<file path="config.mk">
export PLATFORM = sky130hd
export DESIGN_NAME = dpbp_grid_stage
export DESIGN_NICKNAME = d
export VERILOG_FILES = /design/src/design/dpbp_pkg.sv /design/src/design/dpbp_grid_stage.sv
export SDC_FILE = /design/constraint.sdc
export NUM_CORES = 1
export LEC_CHECK = 0
export ABC_AREA = 1
export BUFFER_PORTS_ARGS = -buffer_cell sky130_fd_sc_hd__buf_4
export CAP_MARGIN = 20
export CORE_MARGIN = 2
export CORE_UTILIZATION = 60
export CTS_CLUSTER_SIZE = 25
export DETAILED_ROUTE_END_ITERATION = 8
export GPL_ROUTABILITY_DRIVEN = 0
export PLACE_DENSITY = 0.87
export SKIP_CTS_REPAIR_TIMING = 1
export SYNTH_ARGS = -nofsm -noshare
export SYNTH_HDL_FRONTEND = slang
export SYNTH_SLANG_ARGS = --single-unit
</file>
<file path="constraint.sdc">
create_clock -name i_clk -period 11.7 [get_ports i_clk]
set_clock_uncertainty 0.05 [all_clocks]
set_input_delay 0.585 -clock i_clk [delete_from_list [all_inputs] [get_ports i_clk]]
set_output_delay 0.585 -clock i_clk [all_outputs]
set_load 0.1 [all_outputs]
</file>
<file path="src/design/dpbp_pkg.sv">
// shared constants and types of the depth pixel back-projector
`default_nettype none

package dpbp_pkg;

    localparam int CoordWidth = 12;
    localparam int CoordBits  = (CoordWidth < 12) ? CoordWidth : 12;
    localparam int CmpBits    = ((CoordBits > 8) ? CoordBits : 8) + 1;

    localparam int DivStages = 4;
    localparam int DivSteps  = (CoordBits + DivStages - 1) / DivStages;
    localparam int DivBits   = DivStages * DivSteps;

    localparam int CfgIdxW  = 3;
    localparam int CfgDataW = 64;

    localparam logic [CfgIdxW-1:0] RegWindow = 3'd0;
    localparam logic [CfgIdxW-1:0] RegIScale = 3'd1;
    localparam logic [CfgIdxW-1:0] RegFocal  = 3'd2;
    localparam logic [CfgIdxW-1:0] RegCenter = 3'd3;
    localparam logic [CfgIdxW-1:0] RegRotX   = 3'd4;
    localparam logic [CfgIdxW-1:0] RegRotY   = 3'd5;
    localparam logic [CfgIdxW-1:0] RegRotZ   = 3'd6;
    localparam logic [CfgIdxW-1:0] RegTrans  = 3'd7;

    typedef struct packed {
        logic [7:0]         rem_u;
        logic [7:0]         rem_v;
        logic [DivBits-1:0] num_u;
        logic [DivBits-1:0] num_v;
    } t_grid;

endpackage

`default_nettype wire

</file>
<file path="src/design/dpbp_grid_stage.sv">
// one registered stage of the sampling grid remainder computation
`default_nettype none

module dpbp_grid_stage (
    input  wire logic          i_clk,
    input  wire logic          i_en,
    input  wire logic [7:0]    i_step,
    input  wire dpbp_pkg::t_grid i_grid,
    output dpbp_pkg::t_grid    o_grid
);

    dpbp_pkg::t_grid r_grid;
    dpbp_pkg::t_grid n_grid;
    logic [8:0]      sum_u;
    logic [8:0]      sum_v;

    // restoring remainder, one dividend bit per step
    always_comb begin
        n_grid = i_grid;
        sum_u  = '0;
        sum_v  = '0;
        for (int k = 0; k < dpbp_pkg::DivSteps; k++) begin
            sum_u = {n_grid.rem_u, n_grid.num_u[dpbp_pkg::DivBits-1]};
            if (sum_u >= {1'b0, i_step}) begin
                sum_u = sum_u - {1'b0, i_step};
            end
            sum_v = {n_grid.rem_v, n_grid.num_v[dpbp_pkg::DivBits-1]};
            if (sum_v >= {1'b0, i_step}) begin
                sum_v = sum_v - {1'b0, i_step};
            end
            n_grid.rem_u = sum_u[7:0];
            n_grid.rem_v = sum_v[7:0];
            n_grid.num_u = n_grid.num_u << 1;
            n_grid.num_v = n_grid.num_v << 1;
        end
    end

    always_ff @(posedge i_clk) begin
        if (i_en) begin
            r_grid <= n_grid;
        end
    end

    assign o_grid = r_grid;

endmodule

`default_nettype wire

</file>
Word level (Yosys, flattened, before mapping)
Index checks and enable logic that the tools add are counted.

Mux-type cells: 6. $add $sub $neg: 6. Order comparisons: 6.

Operators by type and width (count): 9-bit by 8-bit greater-or-equal comparator with 1-bit output (6); 8-bit two-way mux (6); 8-bit subtractor (6).

Output and inout port bits: 40. Bits in registers: 34. Bits of input ports: 50. Word-level logic and storage cells: 22.

Depth between registers and ports, before layout
Gate-level depths: netlist (run 1).

Word-level depth: 6. Depth in mapped cells: 33. Mapped depth without buffers: 33.

Worst setup path after synthesis (run 1)
Ideal clock, no wire load.

Kind: input-to-reg. From: input i_step[1]. To: register r_grid, in the netlist o_grid[33] (data pin). Setup slack: 6889 ps. Path buffers: 0. Setup time: 252 ps. Data required time: 11398 ps. Stages on the path: 28. Data arrival time: 4509 ps. Cells stage by stage: inv_1 -> ha_1 -> nand2_1 -> nor2_2 -> nand2_2 -> nand3_4 -> nand2_2 -> nand2_2 -> or2_2 -> nand2_1 -> inv_1 -> ha_1 -> nand2_1 -> o21a_1 -> nand2_1 -> nand2_1 -> nand2_4 -> nand2_1 -> nand2_1 -> clkinv_1 -> ha_1 -> nand4_1 -> nor3_1 -> or2_2 -> a21oi_1 -> nand3_4 -> nand2_1 -> nand2_1.

Longest elaborated chain between the ends: 6. Elaborated cells between the ends (all ways): 9. Classes of those cells: add/sub (3); order compare (3); mux (3).

RTL lines: from (decl) (line dpbp_grid_stage.sv:7) `input wire logic [7:0] i_step,`; 8-bit subtractor or 9-bit by 8-bit greater-or-equal comparator with 1-bit output (tied branches) (line dpbp_grid_stage.sv:25, dpbp_grid_stage.sv:24); 8-bit two-way mux (line dpbp_grid_stage.sv:24) `if (sum_u >= {1'b0, i_step}) begin`; 9-bit by 8-bit greater-or-equal comparator with 1-bit output or 8-bit subtractor (tied branches) (line dpbp_grid_stage.sv:24, dpbp_grid_stage.sv:25); 8-bit two-way mux (line dpbp_grid_stage.sv:24); 8-bit subtractor or 9-bit by 8-bit greater-or-equal comparator with 1-bit output (tied branches) (line dpbp_grid_stage.sv:25, dpbp_grid_stage.sv:24); 8-bit two-way mux * (line dpbp_grid_stage.sv:24); via sum_u[1] (line dpbp_grid_stage.sv:14) `logic [8:0] sum_u;`; to (signal assigned) (line dpbp_grid_stage.sv:40) `r_grid <= n_grid;`; to (decl) (line dpbp_grid_stage.sv:12) `dpbp_pkg::t_grid r_grid;`.

Mark *: on every way through the listed nets, which the timed path passes. The rest lies on a longest branch. A chain may end at the register's enable or synchronous reset.

Final worst setup path (run 1)
From: input i_step[1]. To: register r_grid, in the netlist o_grid[34] (data pin).

The elaborated chain is that of the path after synthesis.

==> results of run 1 <==
## worst paths after layout
| check | end | cells after the start |
|---|---|---|
| hold / removal | o_grid[21] | 1 |
| setup / recovery | o_grid[34] | 29 |
## worst max-delay path, delay by kind of cell
kind | cells | cell delay [ns]
adder cells (fa/ha/maj) | 3 | 1.05
buffers and inverters | 4 | 0.72
AND/OR/NAND/NOR | 17 | 1.84
AO/OA/AOI/OAI | 5 | 1.26
## cell families after synthesis
family,Yosys count
xor+xnor,26
flops,34
compound gates,48
other cells,1
simple gates,293
buf+inv,89
fa+ha+maj,54
## area by class of cell
cell class / count / area (sq um) / share of cell area
well taps: 77 / 96.34 / 0.02013
repair buffers: 83 / 623.1 / 0.1302
clock inverters: 2 / 10.01 / 0.002092
clock buffers: 5 / 68.82 / 0.01438
multi-input cells: 427 / 2655 / 0.5548
flip-flops and latches: 34 / 1021 / 0.2133
inverters: 83 / 311.5 / 0.06510
## power groups by stage
stage	Combinational [W]	Sequential (W)	Clock, W
3_5_place_dp	0.000744	0.000197	0
4_1_cts	0.000745	0.000195	0.0000780
5_1_grt	0.000819	0.000198	0.0000832
2_1_floorplan	0.000370	0.000435	0
3_3_place_gp	0.000725	0.000197	0
6_report	0.000751	0.000194	0.0000761
## metal layers
layer / global-route usage / vias up / wire length, um
met3: 0.04042 / 19 / 735
met4: 0.07648 / 0 / 157
met2: 0.4688 / 148 / 4452
met5: 0 / - / 0
li1: - / 1951 / -
met1: 0.3157 / 1686 / 3818
## metrics by stage
step | total power (W) | area [sq um] | worst slack (ns) | instances
floorplan | 0.0008049 | 4033 | 6.889 | 550
global placement | 0.0009229 | 4707 | 6.343 | 704
detailed placement | 0.0009416 | 4707 | 6.110 | 704
CTS | 0.001018 | 4786 | 6.403 | 711
global route | 0.001101 | 4786 | 5.869 | 711
finish | 0.001021 | 4786 | 6.348 | 711
## cells in the mapped netlist, drive strengths merged
cell	n
nand2	189
inv	79
nand3	56
ha	48
edfxtp	34
a21oi	28
nor2	22
o21ai	17
xor2	14
nand4	12
xnor2	12
or2	7
buf	6
fa	6
nor3	5
clkinv	4
o21a	2
a21o	1
conb	1
nand3b	1
or3	1
==> flow_summary.html, run 1 <==
<table>
<tr><th>Metric</th><th>Value</th></tr>
<tr><th colspan="2">Setup path</th></tr>
<tr><td>WP data arrival</td><td>5.45 ns</td></tr>
<tr><td>Type of origin of the critical path</td><td>primary input</td></tr>
<tr><td>CP Class</td><td>in -&gt; reg</td></tr>
<tr><td>Data required time at the worst endpoint</td><td>11.80 ns</td></tr>
<tr><td>Timing startpoint of the critical path</td><td>i_step[1]</td></tr>
<tr><td>Most frequent cell on the critical path</td><td>sky130_fd_sc_hd__nand2_1</td></tr>
<tr><td>Crit. End Element</td><td>flip-flop</td></tr>
<tr><td>Largest fanout of any net on the critical path</td><td>11</td></tr>
<tr><td>Cell type of the slowest stage on the worst timing path</td><td>sky130_fd_sc_hd__inv_1</td></tr>
<tr><td>Delay of the slowest critical-path stage</td><td>0.41 ns</td></tr>
<tr><th colspan="2">STA</th></tr>
<tr><td>Transition time of the tightest slew-check pin</td><td>0.5550 ns</td></tr>
<tr><td>Slew Viols, Final</td><td>0</td></tr>
<tr><td>Final hold vios</td><td>0</td></tr>
<tr><td>Final critical path time including I/O delays and setup</td><td>5.352 ns</td></tr>
<tr><td>Share of the cycle needed by the critical path after routing</td><td>0.4574</td></tr>
<tr><td>Accumulated negative setup slack</td><td>0 ns</td></tr>
<tr><td>Number of setup violations in the final report</td><td>0</td></tr>
<tr><td>Slew Limit Headroom</td><td>0.6296</td></tr>
<tr><td>Worst hold slack after final layout</td><td>0.4332 ns</td></tr>
<tr><td>Fmax achieved</td><td>186.9 MHz</td></tr>
<tr><td>Setup repair after global routing missed its margin</td><td>false</td></tr>
<tr><th colspan="2">Route</th></tr>
<tr><td>Routed wirelength normalized by instance count</td><td>12.89 um</td></tr>
<tr><td>Number of detailed-route iterations in the first pass</td><td>8</td></tr>
<tr><td>Antenna-violating nets left</td><td>0</td></tr>
<tr><td>Total Wirelength</td><td>9.164 mm</td></tr>
<tr><td>Number of DRC markers after the initial detailed-route iteration</td><td>303</td></tr>
<tr><td>Total number of vias</td><td>3804</td></tr>
<tr><td>Drt via density</td><td>5.350</td></tr>
<tr><td>Remaining design rule violation count</td><td>14</td></tr>
<tr><th colspan="2">Floorplan</th></tr>
<tr><td>Die Footprint</td><td>0.007360 sq mm</td></tr>
<tr><td>Floorplan row count</td><td>29</td></tr>
<tr><td>I/O Pins</td><td>90</td></tr>
<tr><td>Die H</td><td>85.79 um</td></tr>
<tr><td>Horizontal die dimension</td><td>85.79 um</td></tr>
<tr><td>Effective utilization at floorplan</td><td>0.6250</td></tr>
<tr><td>Core Footprint</td><td>0.006422 sq mm</td></tr>
<tr><th colspan="2">Pwr</th></tr>
<tr><td>Leak</td><td>2.545 nW</td></tr>
<tr><td>Part of the total power dissipated in sequential elements</td><td>0.190</td></tr>
<tr><td>Switching component of the power</td><td>0.0005806 W</td></tr>
<tr><td>Worst IR Drop VDD</td><td>0.08942 mV</td></tr>
<tr><td>Pwr per Cell Area</td><td>213.4 mW/mm^2</td></tr>
<tr><td>Switching share of power</td><td>0.5686</td></tr>
<tr><td>Combinational cell fraction of total power</td><td>0.735</td></tr>
<tr><td>Clock power share</td><td>0.074</td></tr>
<tr><td>Pint</td><td>0.0004405 W</td></tr>
<tr><th colspan="2">Synth</th></tr>
<tr><td>Largest family of logic cells by synthesized area</td><td>simple AND/OR/NAND/NOR gates</td></tr>
<tr><td>Number of warnings printed during yosys synthesis</td><td>0</td></tr>
<tr><td>Sequential element share of the synthesized area</td><td>0.2544</td></tr>
<tr><td>Synth cell types</td><td>35</td></tr>
<tr><td>Cell count after synthesis</td><td>545</td></tr>
<tr><td>Yosys top cell area share</td><td>0.2544</td></tr>
<tr><td>Share of the synthesized area in compound gates (AO/OA/AOI/OAI)</td><td>0.06733</td></tr>
<tr><td>Top cells by area, synth</td><td>sky130_fd_sc_hd__edfxtp_1 (25%), sky130_fd_sc_hd__nand2_1 (16%), sky130_fd_sc_hd__ha_1 (15%)</td></tr>
<tr><td>Multiplexer share of the synthesized area</td><td>0</td></tr>
<tr><td>Yosys top cell by area</td><td>sky130_fd_sc_hd__edfxtp_1</td></tr>
<tr><td>Avg Cell Area, Syn</td><td>7.365 sq um</td></tr>
<tr><td>XOR/XNOR Fraction of Synth Area</td><td>0.05673</td></tr>
<tr><td>Number of storage elements in the synthesis netlist</td><td>34</td></tr>
<tr><td>Basic-gate share of the synthesized area counting and, or, nand and nor cells</td><td>0.3522</td></tr>
<tr><td>Post-synthesis adder-cell area fraction</td><td>0.1796</td></tr>
<tr><td>Cell area after synthesis</td><td>0.004014 sq mm</td></tr>
<tr><th colspan="2">Cells and area</th></tr>
<tr><td>Highest-count cells in the layout ignoring fill and taps</td><td>sky130_fd_sc_hd__nand2_1 (174), sky130_fd_sc_hd__buf_4 (83), sky130_fd_sc_hd__inv_1 (77), sky130_fd_sc_hd__ha_1 (48), sky130_fd_sc_hd__nand3_1 (47)</td></tr>
<tr><td>Max FFs per register</td><td>34</td></tr>
<tr><td>Final antenna diode count</td><td>0</td></tr>
<tr><td>Number of nets in the layout</td><td>738</td></tr>
<tr><td>Fraction of layout instances using a drive strength above 1</td><td>0.2129</td></tr>
<tr><td>Most common cell after layout, fill and taps aside</td><td>sky130_fd_sc_hd__nand2_1</td></tr>
<tr><td>Number of inserted filler cells in the final layout</td><td>502</td></tr>
<tr><td>Syn-to-layout area delta</td><td>19.23%</td></tr>
<tr><td>Share of the core filled with cells in the final layout</td><td>0.7452</td></tr>
<tr><th colspan="2">CTS</th></tr>
<tr><td>CTS clock-pin slew for the worst setup and hold paths</td><td>0.06 ns</td></tr>
<tr><td>TritonCTS Buffers</td><td>5</td></tr>
<tr><td>CTS max path bufs</td><td>2</td></tr>
<tr><td>Clk root buf</td><td>sky130_fd_sc_hd__clkbuf_8</td></tr>
<tr><td>Total number of clock tree sinks</td><td>34</td></tr>
<tr><td>H-tree levels</td><td>2</td></tr>
<tr><td>TritonCTS clock tree</td><td>done</td></tr>
<tr><th colspan="2">Status</th></tr>
<tr><td>Result of the run</td><td>complete, but fails checks</td></tr>
<tr><td>Failing checks</td><td>design-rule violations</td></tr>
<tr><th colspan="2">GRT</th></tr>
<tr><td>Global-route wire length before repair</td><td>15.55 mm</td></tr>
<tr><td>Remaining Overflow, GRT</td><td>0</td></tr>
<tr><td>Number of antenna violations at the first check in global routing</td><td>0</td></tr>
<tr><td>Vias in the first global route</td><td>3569</td></tr>
<tr><td>Tot GR Track Use</td><td>0.2586</td></tr>
<tr><td>Largest net degree at the start of global routing</td><td>35</td></tr>
<tr><th colspan="2">Place</th></tr>
<tr><td>Number of buffer cells added on primary ports</td><td>83</td></tr>
<tr><td>HPWL after detailed placement</td><td>7.652 mm</td></tr>
<tr><th colspan="2">Flow run</th></tr>
<tr><td>Max cap viols</td><td>0</td></tr>
<tr><th colspan="2">Worst hold path</th></tr>
<tr><td>Worst hold-check path type</td><td>in -&gt; reg</td></tr>
<tr><td>Min-Delay Startpoint</td><td>i_grid[18]</td></tr>
</table>
(Power assumes the default switching activity.)
==> run 2: changes to the inputs <==
--- a/config.mk
+++ b/config.mk
@@ -5,15 +5,15 @@
 export SDC_FILE = /design/constraint.sdc
 export NUM_CORES = 1
 export LEC_CHECK = 0
-export ABC_AREA = 1
+export ABC_AREA = 0
 export BUFFER_PORTS_ARGS = -buffer_cell sky130_fd_sc_hd__buf_4
 export CAP_MARGIN = 20
 export CORE_MARGIN = 2
-export CORE_UTILIZATION = 60
+export CORE_UTILIZATION = 49
 export CTS_CLUSTER_SIZE = 25
 export DETAILED_ROUTE_END_ITERATION = 8
 export GPL_ROUTABILITY_DRIVEN = 0
-export PLACE_DENSITY = 0.87
+export PLACE_DENSITY = 0.78
 export SKIP_CTS_REPAIR_TIMING = 1
 export SYNTH_ARGS = -nofsm -noshare
 export SYNTH_HDL_FRONTEND = slang
==> constraint.sdc (replaced) <==
create_clock -name i_clk -period 4.4 [get_ports i_clk]
set_clock_uncertainty 0.05 [all_clocks]
set_input_delay 0.22 -clock i_clk [delete_from_list [all_inputs] [get_ports i_clk]]
set_output_delay 0.22 -clock i_clk [all_outputs]
set_load 0.1 [all_outputs]
==> flow_summary.html, run 2 <==
<table>
<tr><th>Metric</th><th>Value</th></tr>
<tr><th colspan="2">Status</th></tr>
<tr><td>Result of the run</td><td>complete, but fails checks</td></tr>
<tr><td>Failing checks</td><td>negative setup slack</td></tr>
<tr><th colspan="2">Cells and area</th></tr>
<tr><td>Non-filler cells, final</td><td>697 (-2.0%)</td></tr>
<tr><td>Final antenna diode count</td><td>0 (unchanged)</td></tr>
<tr><td>Max FFs per register</td><td>34 (unchanged)</td></tr>
<tr><td>Fraction of layout instances using a drive strength above 1</td><td>0.6073 (+0.3944)</td></tr>
<tr><td>Number of nets in the layout</td><td>705 (-4.5%)</td></tr>
<tr><td>Syn-to-layout area delta</td><td>76.40%</td></tr>
<tr><td>Highest-count cells in the layout ignoring fill and taps</td><td>sky130_fd_sc_hd__buf_4 (235), sky130_fd_sc_hd__edfxtp_1 (34), sky130_fd_sc_hd__ha_4 (26), sky130_fd_sc_hd__nor2_1 (22), sky130_fd_sc_hd__ha_1 (22)</td></tr>
<tr><td>Most common cell after layout, fill and taps aside</td><td>sky130_fd_sc_hd__buf_4</td></tr>
<tr><th colspan="2">Place</th></tr>
<tr><td>HPWL after detailed placement</td><td>8.442 mm (+10%)</td></tr>
<tr><td>Post-Place Cells</td><td>662 (-6.0%)</td></tr>
<tr><td>Number of buffer cells added on primary ports</td><td>83 (unchanged)</td></tr>
<tr><th colspan="2">GRT</th></tr>
<tr><td>Global-route wire length before repair</td><td>15.93 mm (+2.4%)</td></tr>
<tr><td>Vias in the first global route</td><td>3635 (+1.8%)</td></tr>
<tr><td>Remaining Overflow, GRT</td><td>0 (unchanged)</td></tr>
<tr><td>Number of antenna violations at the first check in global routing</td><td>0 (unchanged)</td></tr>
<tr><td>Tot GR Track Use</td><td>0.2557 (-0.002879)</td></tr>
<tr><td>Largest net degree at the start of global routing</td><td>35 (unchanged)</td></tr>
<tr><th colspan="2">Synth</th></tr>
<tr><td>Avg Cell Area, Syn</td><td>10.02 sq um (+36%)</td></tr>
<tr><td>Yosys top cell area share</td><td>0.2887 (+0.03438)</td></tr>
<tr><td>Sequential element share of the synthesized area</td><td>0.2887 (+0.03438)</td></tr>
<tr><td>Ranking of synthesized cells by instance count</td><td>sky130_fd_sc_hd__ha_1 (48), sky130_fd_sc_hd__edfxtp_1 (34), sky130_fd_sc_hd__mux2_2 (33)</td></tr>
<tr><td>Top cells by area, synth</td><td>sky130_fd_sc_hd__edfxtp_1 (29%), sky130_fd_sc_hd__ha_1 (17%), sky130_fd_sc_hd__mux2_2 (11%)</td></tr>
<tr><td>Cell with the most instances after synthesis</td><td>sky130_fd_sc_hd__ha_1</td></tr>
<tr><td>Async S/R FF share, synth</td><td>0 (unchanged)</td></tr>
<tr><td>Cell count after synthesis</td><td>353 (-35%)</td></tr>
<tr><td>Number of warnings printed during yosys synthesis</td><td>0 (unchanged)</td></tr>
<tr><td>Synth cell types</td><td>44 (+26%)</td></tr>
<tr><td>Synth Flop Type</td><td>sky130_fd_sc_hd__edfxtp_1</td></tr>
<tr><td>Number of enable-type register cells in the synthesized netlist</td><td>34 (unchanged)</td></tr>
<tr><td>Yosys top cell by area</td><td>sky130_fd_sc_hd__edfxtp_1</td></tr>
<tr><td>Cell area after synthesis</td><td>0.003536 sq mm (-12%)</td></tr>
<tr><td>Number of storage elements in the synthesis netlist</td><td>34 (unchanged)</td></tr>
<tr><th colspan="2">Setup path</th></tr>
<tr><td>Type of origin of the critical path</td><td>primary input</td></tr>
<tr><td>WP data arrival</td><td>5.57 ns (+0.12 ns)</td></tr>
<tr><td>Most frequent cell on the critical path</td><td>sky130_fd_sc_hd__o21a_1</td></tr>
<tr><td>CP Class</td><td>in -&gt; reg</td></tr>
<tr><td>Largest fanout of any net on the critical path</td><td>8 (-3)</td></tr>
<tr><td>Cell type of the slowest stage on the worst timing path</td><td>sky130_fd_sc_hd__a311oi_4</td></tr>
<tr><td>Crit. End Element</td><td>flip-flop</td></tr>
<tr><td>Delay of the slowest critical-path stage</td><td>0.39 ns (-0.02 ns)</td></tr>
<tr><td>Data required time at the worst endpoint</td><td>4.38 ns (-7.42 ns)</td></tr>
<tr><th colspan="2">Floorplan</th></tr>
<tr><td>I/O Pins</td><td>90 (unchanged)</td></tr>
<tr><td>Core Footprint</td><td>0.006907 sq mm (+7.5%)</td></tr>
<tr><td>Horizontal die dimension</td><td>88.95 um (+3.7%)</td></tr>
<tr><td>Die Footprint</td><td>0.007911 sq mm (+7.5%)</td></tr>
<tr><td>Die H</td><td>88.95 um (+3.7%)</td></tr>
<tr><td>Floorplan row count</td><td>30 (+3.4%)</td></tr>
<tr><td>Effective utilization at floorplan</td><td>0.5120 (-0.1130)</td></tr>
<tr><th colspan="2">CTS</th></tr>
<tr><td>H-tree levels</td><td>2 (unchanged)</td></tr>
<tr><td>CTS max path bufs</td><td>2 (unchanged)</td></tr>
<tr><td>CTS clock-pin slew for the worst setup and hold paths</td><td>0.06 ns (about the same)</td></tr>
<tr><td>Total number of clock tree sinks</td><td>34 (unchanged)</td></tr>
<tr><td>TritonCTS Buffers</td><td>5 (unchanged)</td></tr>
<tr><td>TritonCTS clock tree</td><td>done</td></tr>
<tr><td>Clk root buf</td><td>sky130_fd_sc_hd__clkbuf_8</td></tr>
<tr><th colspan="2">STA</th></tr>
<tr><td>Transition time of the tightest slew-check pin</td><td>0.5348 ns (-0.02017 ns)</td></tr>
<tr><td>Number of setup violations in the final report</td><td>16 (+16)</td></tr>
<tr><td>Share of the cycle needed by the critical path after routing</td><td>1.271</td></tr>
<tr><td>Final critical path time including I/O delays and setup</td><td>5.592 ns</td></tr>
<tr><td>Slew Viols, Final</td><td>0 (unchanged)</td></tr>
<tr><td>Final hold vios</td><td>0 (unchanged)</td></tr>
<tr><td>Worst hold slack after final layout</td><td>0.06642 ns (-0.3668 ns)</td></tr>
<tr><td>Fmax achieved</td><td>178.8 MHz</td></tr>
<tr><td>Setup repair after global routing missed its margin</td><td>true</td></tr>
<tr><td>Slew Limit Headroom</td><td>0.6402 (+0.01057)</td></tr>
<tr><td>Final worst-path setup slack</td><td>-1.192 ns (-7.540 ns)</td></tr>
<tr><th colspan="2">Pwr</th></tr>
<tr><td>Worst IR Drop VDD</td><td>0.2515 mV (+180%)</td></tr>
<tr><td>Leak</td><td>2.800 nW (+10%)</td></tr>
<tr><td>Pwr per Cell Area</td><td>584.7 mW/mm^2 (+170%)</td></tr>
<tr><th colspan="2">Route</th></tr>
<tr><td>Total number of vias</td><td>4057 (+6.7%)</td></tr>
<tr><td>Remaining design rule violation count</td><td>0 (-14)</td></tr>
<tr><td>Routed wirelength normalized by instance count</td><td>20.21 um (+57%)</td></tr>
<tr><td>Total Wirelength</td><td>14.09 mm (+54%)</td></tr>
<tr><td>Number of detailed-route iterations in the first pass</td><td>4 (-4)</td></tr>
<tr><td>Number of DRC markers after the initial detailed-route iteration</td><td>222 (-27%)</td></tr>
<tr><td>Drt via density</td><td>5.821 (+8.8%)</td></tr>
<tr><td>Antenna-violating nets left</td><td>0 (unchanged)</td></tr>
<tr><th colspan="2">Flow run</th></tr>
<tr><td>Max cap viols</td><td>0 (unchanged)</td></tr>
<tr><th colspan="2">Worst hold path</th></tr>
<tr><td>Worst hold-check path type</td><td>in -&gt; reg</td></tr>
</table>
==> run 2: kinds of logic (layout without fill, tap and decap cells) <==
family                   Yosys count  count (layout)  share of synthesized area
AO/OA/AOI/OAI                     82              82                     0.1550
XOR/XNOR                          27              27                    0.06688
adder cells (fa/ha/maj)           54              54                     0.2038
buffers and inverters             35             278                    0.04352
flip-flops                        34              34                     0.2887
multiplexers                      40              40                     0.1270
other                              1               6                   0.001061
AND/OR/NAND/NOR                   80              80                     0.1139
==> run 2: cell type report <==
class | instances | area (sq um)
clock buffer | 7 | 76.32
tap | 96 | 120.1
fill | 290 | 669.4
sequential | 34 | 1021
inverter | 26 | 115.1
multi-input combinational | 289 | 3019
timing repair buffer | 245 | 1886
==> run 2: per-stage QoR <==
step | TNS (ns) | util | power, W | instance area [sq um] | setup slack (ns)
after detailed placement | -23.59 | 0.7750 | 0.002966 | 5353 | -1.566
after global placement | -20.40 | 0.7750 | 0.002877 | 5353 | -1.354
after CTS | -18.89 | 0.7861 | 0.003179 | 5429 | -1.265
after global routing | -17.21 | 0.9031 | 0.003776 | 6237 | -1.225
after floorplan | -20.69 | - | 0.002183 | 3662 | -1.462
final | -15.89 | 0.9031 | 0.003647 | 6237 | -1.192
==> run 2: metal layers <==
layer | track usage | routed length (um)
met1 | 0.2960 | 5256
met5 | 0 | 0
met3 | 0.02308 | 1163
met2 | 0.4864 | 7031
met4 | 0.09498 | 638
==> run 2: worst max-delay path, delay by kind of cell <==
| family | cells | cell delay, ns |
|---|---|---|
| AO/OA/AOI/OAI | 10 | 2.15 |
| multiplexers | 3 | 0.94 |
| adder cells (fa/ha/maj) | 3 | 0.86 |
| AND/OR/NAND/NOR | 5 | 0.84 |
| buffers and inverters | 4 | 0.57 |
==> run 2: path summary, 6_finish.rpt <==
path / startpoint / depth (start not counted) / slack [ns] / to
worst min-delay path: i_grid[6] / 1 / 0.07 / o_grid[9]
worst max-delay path: i_step[3] / 25 / -1.19 / o_grid[27]
==> run 2: where the power goes <==
part	internal [W]	switching [W]	total, W
sequential	0.000495	0.0000255	0.000521
combinational	0.00131	0.00160	0.00292
clock	0.000109	0.0000988	0.000207
total	0.00192	0.00173	0.00365
==> run 3: changes to the inputs <==
--- a/config.mk
+++ b/config.mk
@@ -13,7 +13,8 @@
 export CTS_CLUSTER_SIZE = 25
 export DETAILED_ROUTE_END_ITERATION = 8
 export GPL_ROUTABILITY_DRIVEN = 0
-export PLACE_DENSITY = 0.78
+export PLACE_DENSITY = 0.74
+export SETUP_SLACK_MARGIN = 0.4
 export SKIP_CTS_REPAIR_TIMING = 1
 export SYNTH_ARGS = -nofsm -noshare
 export SYNTH_HDL_FRONTEND = slang
==> flow_summary.html, run 3 (synthesis results as in run 2) <==
<table>
<tr><th>Metric</th><th>Value</th></tr>
<tr><th colspan="2">CTS</th></tr>
<tr><td>Clk root buf</td><td>sky130_fd_sc_hd__clkbuf_8</td></tr>
<tr><td>CTS clock-pin slew for the worst setup and hold paths</td><td>0.06 ns (about the same)</td></tr>
<tr><td>CTS max path bufs</td><td>2 (unchanged)</td></tr>
<tr><td>Total number of clock tree sinks</td><td>34 (unchanged)</td></tr>
<tr><td>TritonCTS clock tree</td><td>done</td></tr>
<tr><td>TritonCTS Buffers</td><td>5 (unchanged)</td></tr>
<tr><td>H-tree levels</td><td>2 (unchanged)</td></tr>
<tr><th colspan="2">GRT</th></tr>
<tr><td>Number of antenna violations at the first check in global routing</td><td>0 (unchanged)</td></tr>
<tr><td>Largest net degree at the start of global routing</td><td>35 (unchanged)</td></tr>
<tr><td>Global-route wire length before repair</td><td>15.17 mm (-4.8%)</td></tr>
<tr><td>Vias in the first global route</td><td>3455 (-5.0%)</td></tr>
<tr><td>Remaining Overflow, GRT</td><td>0 (unchanged)</td></tr>
<tr><td>Tot GR Track Use</td><td>0.2463 (-0.009407)</td></tr>
<tr><th colspan="2">STA</th></tr>
<tr><td>Fmax achieved</td><td>186.1 MHz (+4.1%)</td></tr>
<tr><td>Final hold vios</td><td>0 (unchanged)</td></tr>
<tr><td>Final worst-path setup slack</td><td>-0.9722 ns (+0.2194 ns)</td></tr>
<tr><td>Share of the cycle needed by the critical path after routing</td><td>1.221 (-0.04985)</td></tr>
<tr><td>Final critical path time including I/O delays and setup</td><td>5.372 ns (-0.2194 ns)</td></tr>
<tr><td>Number of setup violations in the final report</td><td>16 (unchanged)</td></tr>
<tr><td>Setup repair after global routing missed its margin</td><td>true</td></tr>
<tr><td>Worst hold slack after final layout</td><td>0.05798 ns (-0.008443 ns)</td></tr>
<tr><td>Slew Viols, Final</td><td>0 (unchanged)</td></tr>
<tr><th colspan="2">Cells and area</th></tr>
<tr><td>Syn-to-layout area delta</td><td>69.21%</td></tr>
<tr><td>Highest-count cells in the layout ignoring fill and taps</td><td>sky130_fd_sc_hd__buf_4 (221), sky130_fd_sc_hd__edfxtp_1 (34), sky130_fd_sc_hd__ha_1 (31), sky130_fd_sc_hd__nor2_1 (22), sky130_fd_sc_hd__inv_1 (22)</td></tr>
<tr><td>Number of inserted filler cells in the final layout</td><td>369 (+27%)</td></tr>
<tr><td>Fraction of layout instances using a drive strength above 1</td><td>0.5707 (-0.03662)</td></tr>
<tr><td>Non-filler cells, final</td><td>683 (-2.0%)</td></tr>
<tr><td>Total area of multi-input combinational cells</td><td>0.002865 sq mm (-5.1%)</td></tr>
<tr><td>Share of the core filled with cells in the final layout</td><td>0.8663 (-0.03678)</td></tr>
<tr><td>Most common cell after layout, fill and taps aside</td><td>sky130_fd_sc_hd__buf_4</td></tr>
<tr><td>Number of nets in the layout</td><td>691 (-2.0%)</td></tr>
<tr><td>Final antenna diode count</td><td>0 (unchanged)</td></tr>
<tr><td>Area taken by flip-flops and latches</td><td>0.001021 sq mm (unchanged)</td></tr>
<tr><td>Max FFs per register</td><td>34 (unchanged)</td></tr>
<tr><td>Cell area after layout</td><td>0.005983 sq mm (-4.1%)</td></tr>
<tr><th colspan="2">Place</th></tr>
<tr><td>Post-Place Cells</td><td>662 (unchanged)</td></tr>
<tr><td>HPWL after detailed placement</td><td>8.022 mm (-5.0%)</td></tr>
<tr><td>Number of buffer cells added on primary ports</td><td>83 (unchanged)</td></tr>
<tr><td>Area after DPL</td><td>0.005365 sq mm (+0.23%)</td></tr>
<tr><th colspan="2">Route</th></tr>
<tr><td>Remaining design rule violation count</td><td>0 (unchanged)</td></tr>
<tr><td>Total number of vias</td><td>3687 (-9.1%)</td></tr>
<tr><td>Number of detailed-route iterations in the first pass</td><td>4 (unchanged)</td></tr>
<tr><td>Routed wirelength normalized by instance count</td><td>16.65 um (-18%)</td></tr>
<tr><td>Number of DRC markers after the initial detailed-route iteration</td><td>133 (-40%)</td></tr>
<tr><td>Antenna-violating nets left</td><td>0 (unchanged)</td></tr>
<tr><td>Total Wirelength</td><td>11.38 mm (-19%)</td></tr>
<tr><td>Drt via density</td><td>5.398 (-7.3%)</td></tr>
<tr><th colspan="2">Floorplan</th></tr>
<tr><td>I/O Pins</td><td>90 (unchanged)</td></tr>
<tr><td>Core Footprint</td><td>0.006907 sq mm (unchanged)</td></tr>
<tr><td>Die Footprint</td><td>0.007911 sq mm (unchanged)</td></tr>
<tr><td>Horizontal die dimension</td><td>88.95 um (unchanged)</td></tr>
<tr><td>Die H</td><td>88.95 um (unchanged)</td></tr>
<tr><td>Floorplan row count</td><td>30 (unchanged)</td></tr>
<tr><td>Effective utilization at floorplan</td><td>0.5120 (unchanged)</td></tr>
<tr><th colspan="2">Status</th></tr>
<tr><td>Result of the run</td><td>complete, but fails checks</td></tr>
<tr><td>Failing checks</td><td>negative setup slack</td></tr>
<tr><th colspan="2">Pwr</th></tr>
<tr><td>Switching component of the power</td><td>0.001599 W (-7.5%)</td></tr>
<tr><td>Pint</td><td>0.001832 W (-4.5%)</td></tr>
<tr><td>Switching share of power</td><td>0.4661 (-0.008003)</td></tr>
<tr><td>Pwr per Cell Area</td><td>573.5 mW/mm^2 (-1.9%)</td></tr>
<tr><td>Combinational cell fraction of total power</td><td>0.788 (-0.012)</td></tr>
<tr><td>Leak</td><td>2.755 nW (-1.6%)</td></tr>
<tr><td>Clock power share</td><td>0.061 (+0.004)</td></tr>
<tr><td>Part of the total power dissipated in sequential elements</td><td>0.151 (+0.008)</td></tr>
<tr><td>Worst IR Drop VDD</td><td>0.2707 mV (+7.6%)</td></tr>
<tr><th colspan="2">Flow run</th></tr>
<tr><td>Max cap viols</td><td>0 (unchanged)</td></tr>
<tr><th colspan="2">Setup path</th></tr>
<tr><td>Largest fanout of any net on the critical path</td><td>8 (unchanged)</td></tr>
<tr><td>Data required time at the worst endpoint</td><td>4.39 ns (about the same)</td></tr>
<tr><td>Crit. End Element</td><td>flip-flop</td></tr>
<tr><td>CP Class</td><td>in -&gt; reg</td></tr>
<tr><td>Type of origin of the critical path</td><td>primary input</td></tr>
<tr><td>WP data arrival</td><td>5.36 ns (-0.21 ns)</td></tr>
<tr><th colspan="2">Worst hold path</th></tr>
<tr><td>Worst hold-check path type</td><td>in -&gt; reg</td></tr>
<tr><td>Worst hold path cell count</td><td>1 (unchanged)</td></tr>
<tr><td>WHS Endpoint</td><td>o_grid[11]</td></tr>
<tr><td>Min-Delay Startpoint</td><td>i_grid[8]</td></tr>
</table>
[run 3: changes by cell type in the layout (fill, tap and decap cells not counted), sizes merged]
cell / delta
buf: -14
clkbuf: -2
clkinv: +2
clkinvlp: -2
inv: +2
[run 3: critical path, stage by stage]
cell                         delay [ns]
sky130_fd_sc_hd__buf_8             0.08
sky130_fd_sc_hd__clkinvlp_4        0.12
sky130_fd_sc_hd__ha_4              0.30
sky130_fd_sc_hd__nor2b_4           0.14
sky130_fd_sc_hd__o31a_4            0.13
sky130_fd_sc_hd__o21a_1            0.15
sky130_fd_sc_hd__nor3_2            0.06
sky130_fd_sc_hd__a311oi_4          0.33
sky130_fd_sc_hd__mux2_4            0.35
sky130_fd_sc_hd__inv_2             0.07
sky130_fd_sc_hd__ha_4              0.19
sky130_fd_sc_hd__nor2b_4           0.12
sky130_fd_sc_hd__o21ai_2           0.16
sky130_fd_sc_hd__a21oi_2           0.10
sky130_fd_sc_hd__nor4_2            0.26
sky130_fd_sc_hd__nor3b_2           0.12
sky130_fd_sc_hd__or2_4             0.27
sky130_fd_sc_hd__a21oi_4           0.17
sky130_fd_sc_hd__ha_4              0.23
sky130_fd_sc_hd__nor2b_4           0.12
sky130_fd_sc_hd__o21a_1            0.17
sky130_fd_sc_hd__o21a_1            0.19
sky130_fd_sc_hd__o31a_1            0.27
sky130_fd_sc_hd__nor4_2            0.15
sky130_fd_sc_hd__o21bai_1          0.14
sky130_fd_sc_hd__a221oi_4          0.25
sky130_fd_sc_hd__buf_12            0.17
sky130_fd_sc_hd__mux2_4            0.29
[run 3: how the worst max path moves through the flow]
| stage | startpoint | to | slack (ns) |
|---|---|---|---|
| after floorplan | i_step[1] | o_grid[25] | -1.46 |
| after global placement | i_step[3] | o_grid[25] | -1.40 |
| after detailed placement | i_step[3] | o_grid[27] | -1.53 |
| after CTS | i_step[3] | o_grid[27] | -1.23 |
| after global routing | i_step[4] | o_grid[27] | -1.15 |
| final | i_step[1] | o_grid[27] | -0.97 |
[run 3: through the flow]
step,setup TNS (ns),setup WS (ns),power [W]
floorplan,-20.69,-1.462,0.002183
global placement,-20.16,-1.396,0.002898
detailed placement,-23.44,-1.530,0.002968
CTS,-18.68,-1.234,0.003197
global route,-17.38,-1.150,0.003620
finish,-13.84,-0.9722,0.003431
[run 3: area by class of cell]
cell class                      instances  share of cell area
Tap cell                               96             0.02008
Inverter                               26             0.01757
Timing Repair Buffer                  231              0.2997
Multi-Input combinational cell        289              0.4789
Clock buffer                            5             0.01150
Clock inverter                          2            0.001673
Sequential cell                        34              0.1706
[run 3: metal layers]
layer  wire, um  global-route usage
met1       4418              0.2909
met2       5780              0.4695
met3        701             0.02862
met4        474             0.06649
met5          0                   0
[run 3: power by group through the flow]
| stage | Clock, W | Sequential, W | Combinational [W] |
|---|---|---|---|
| after global placement | 0 | 0.000524 | 0.00237 |
| after detailed placement | 0 | 0.000528 | 0.00244 |
| after floorplan | 0 | 0.00115 | 0.00103 |
| final | 0.000209 | 0.000519 | 0.00270 |
| after CTS | 0.000215 | 0.000521 | 0.00246 |
| after global routing | 0.000224 | 0.000529 | 0.00287 |
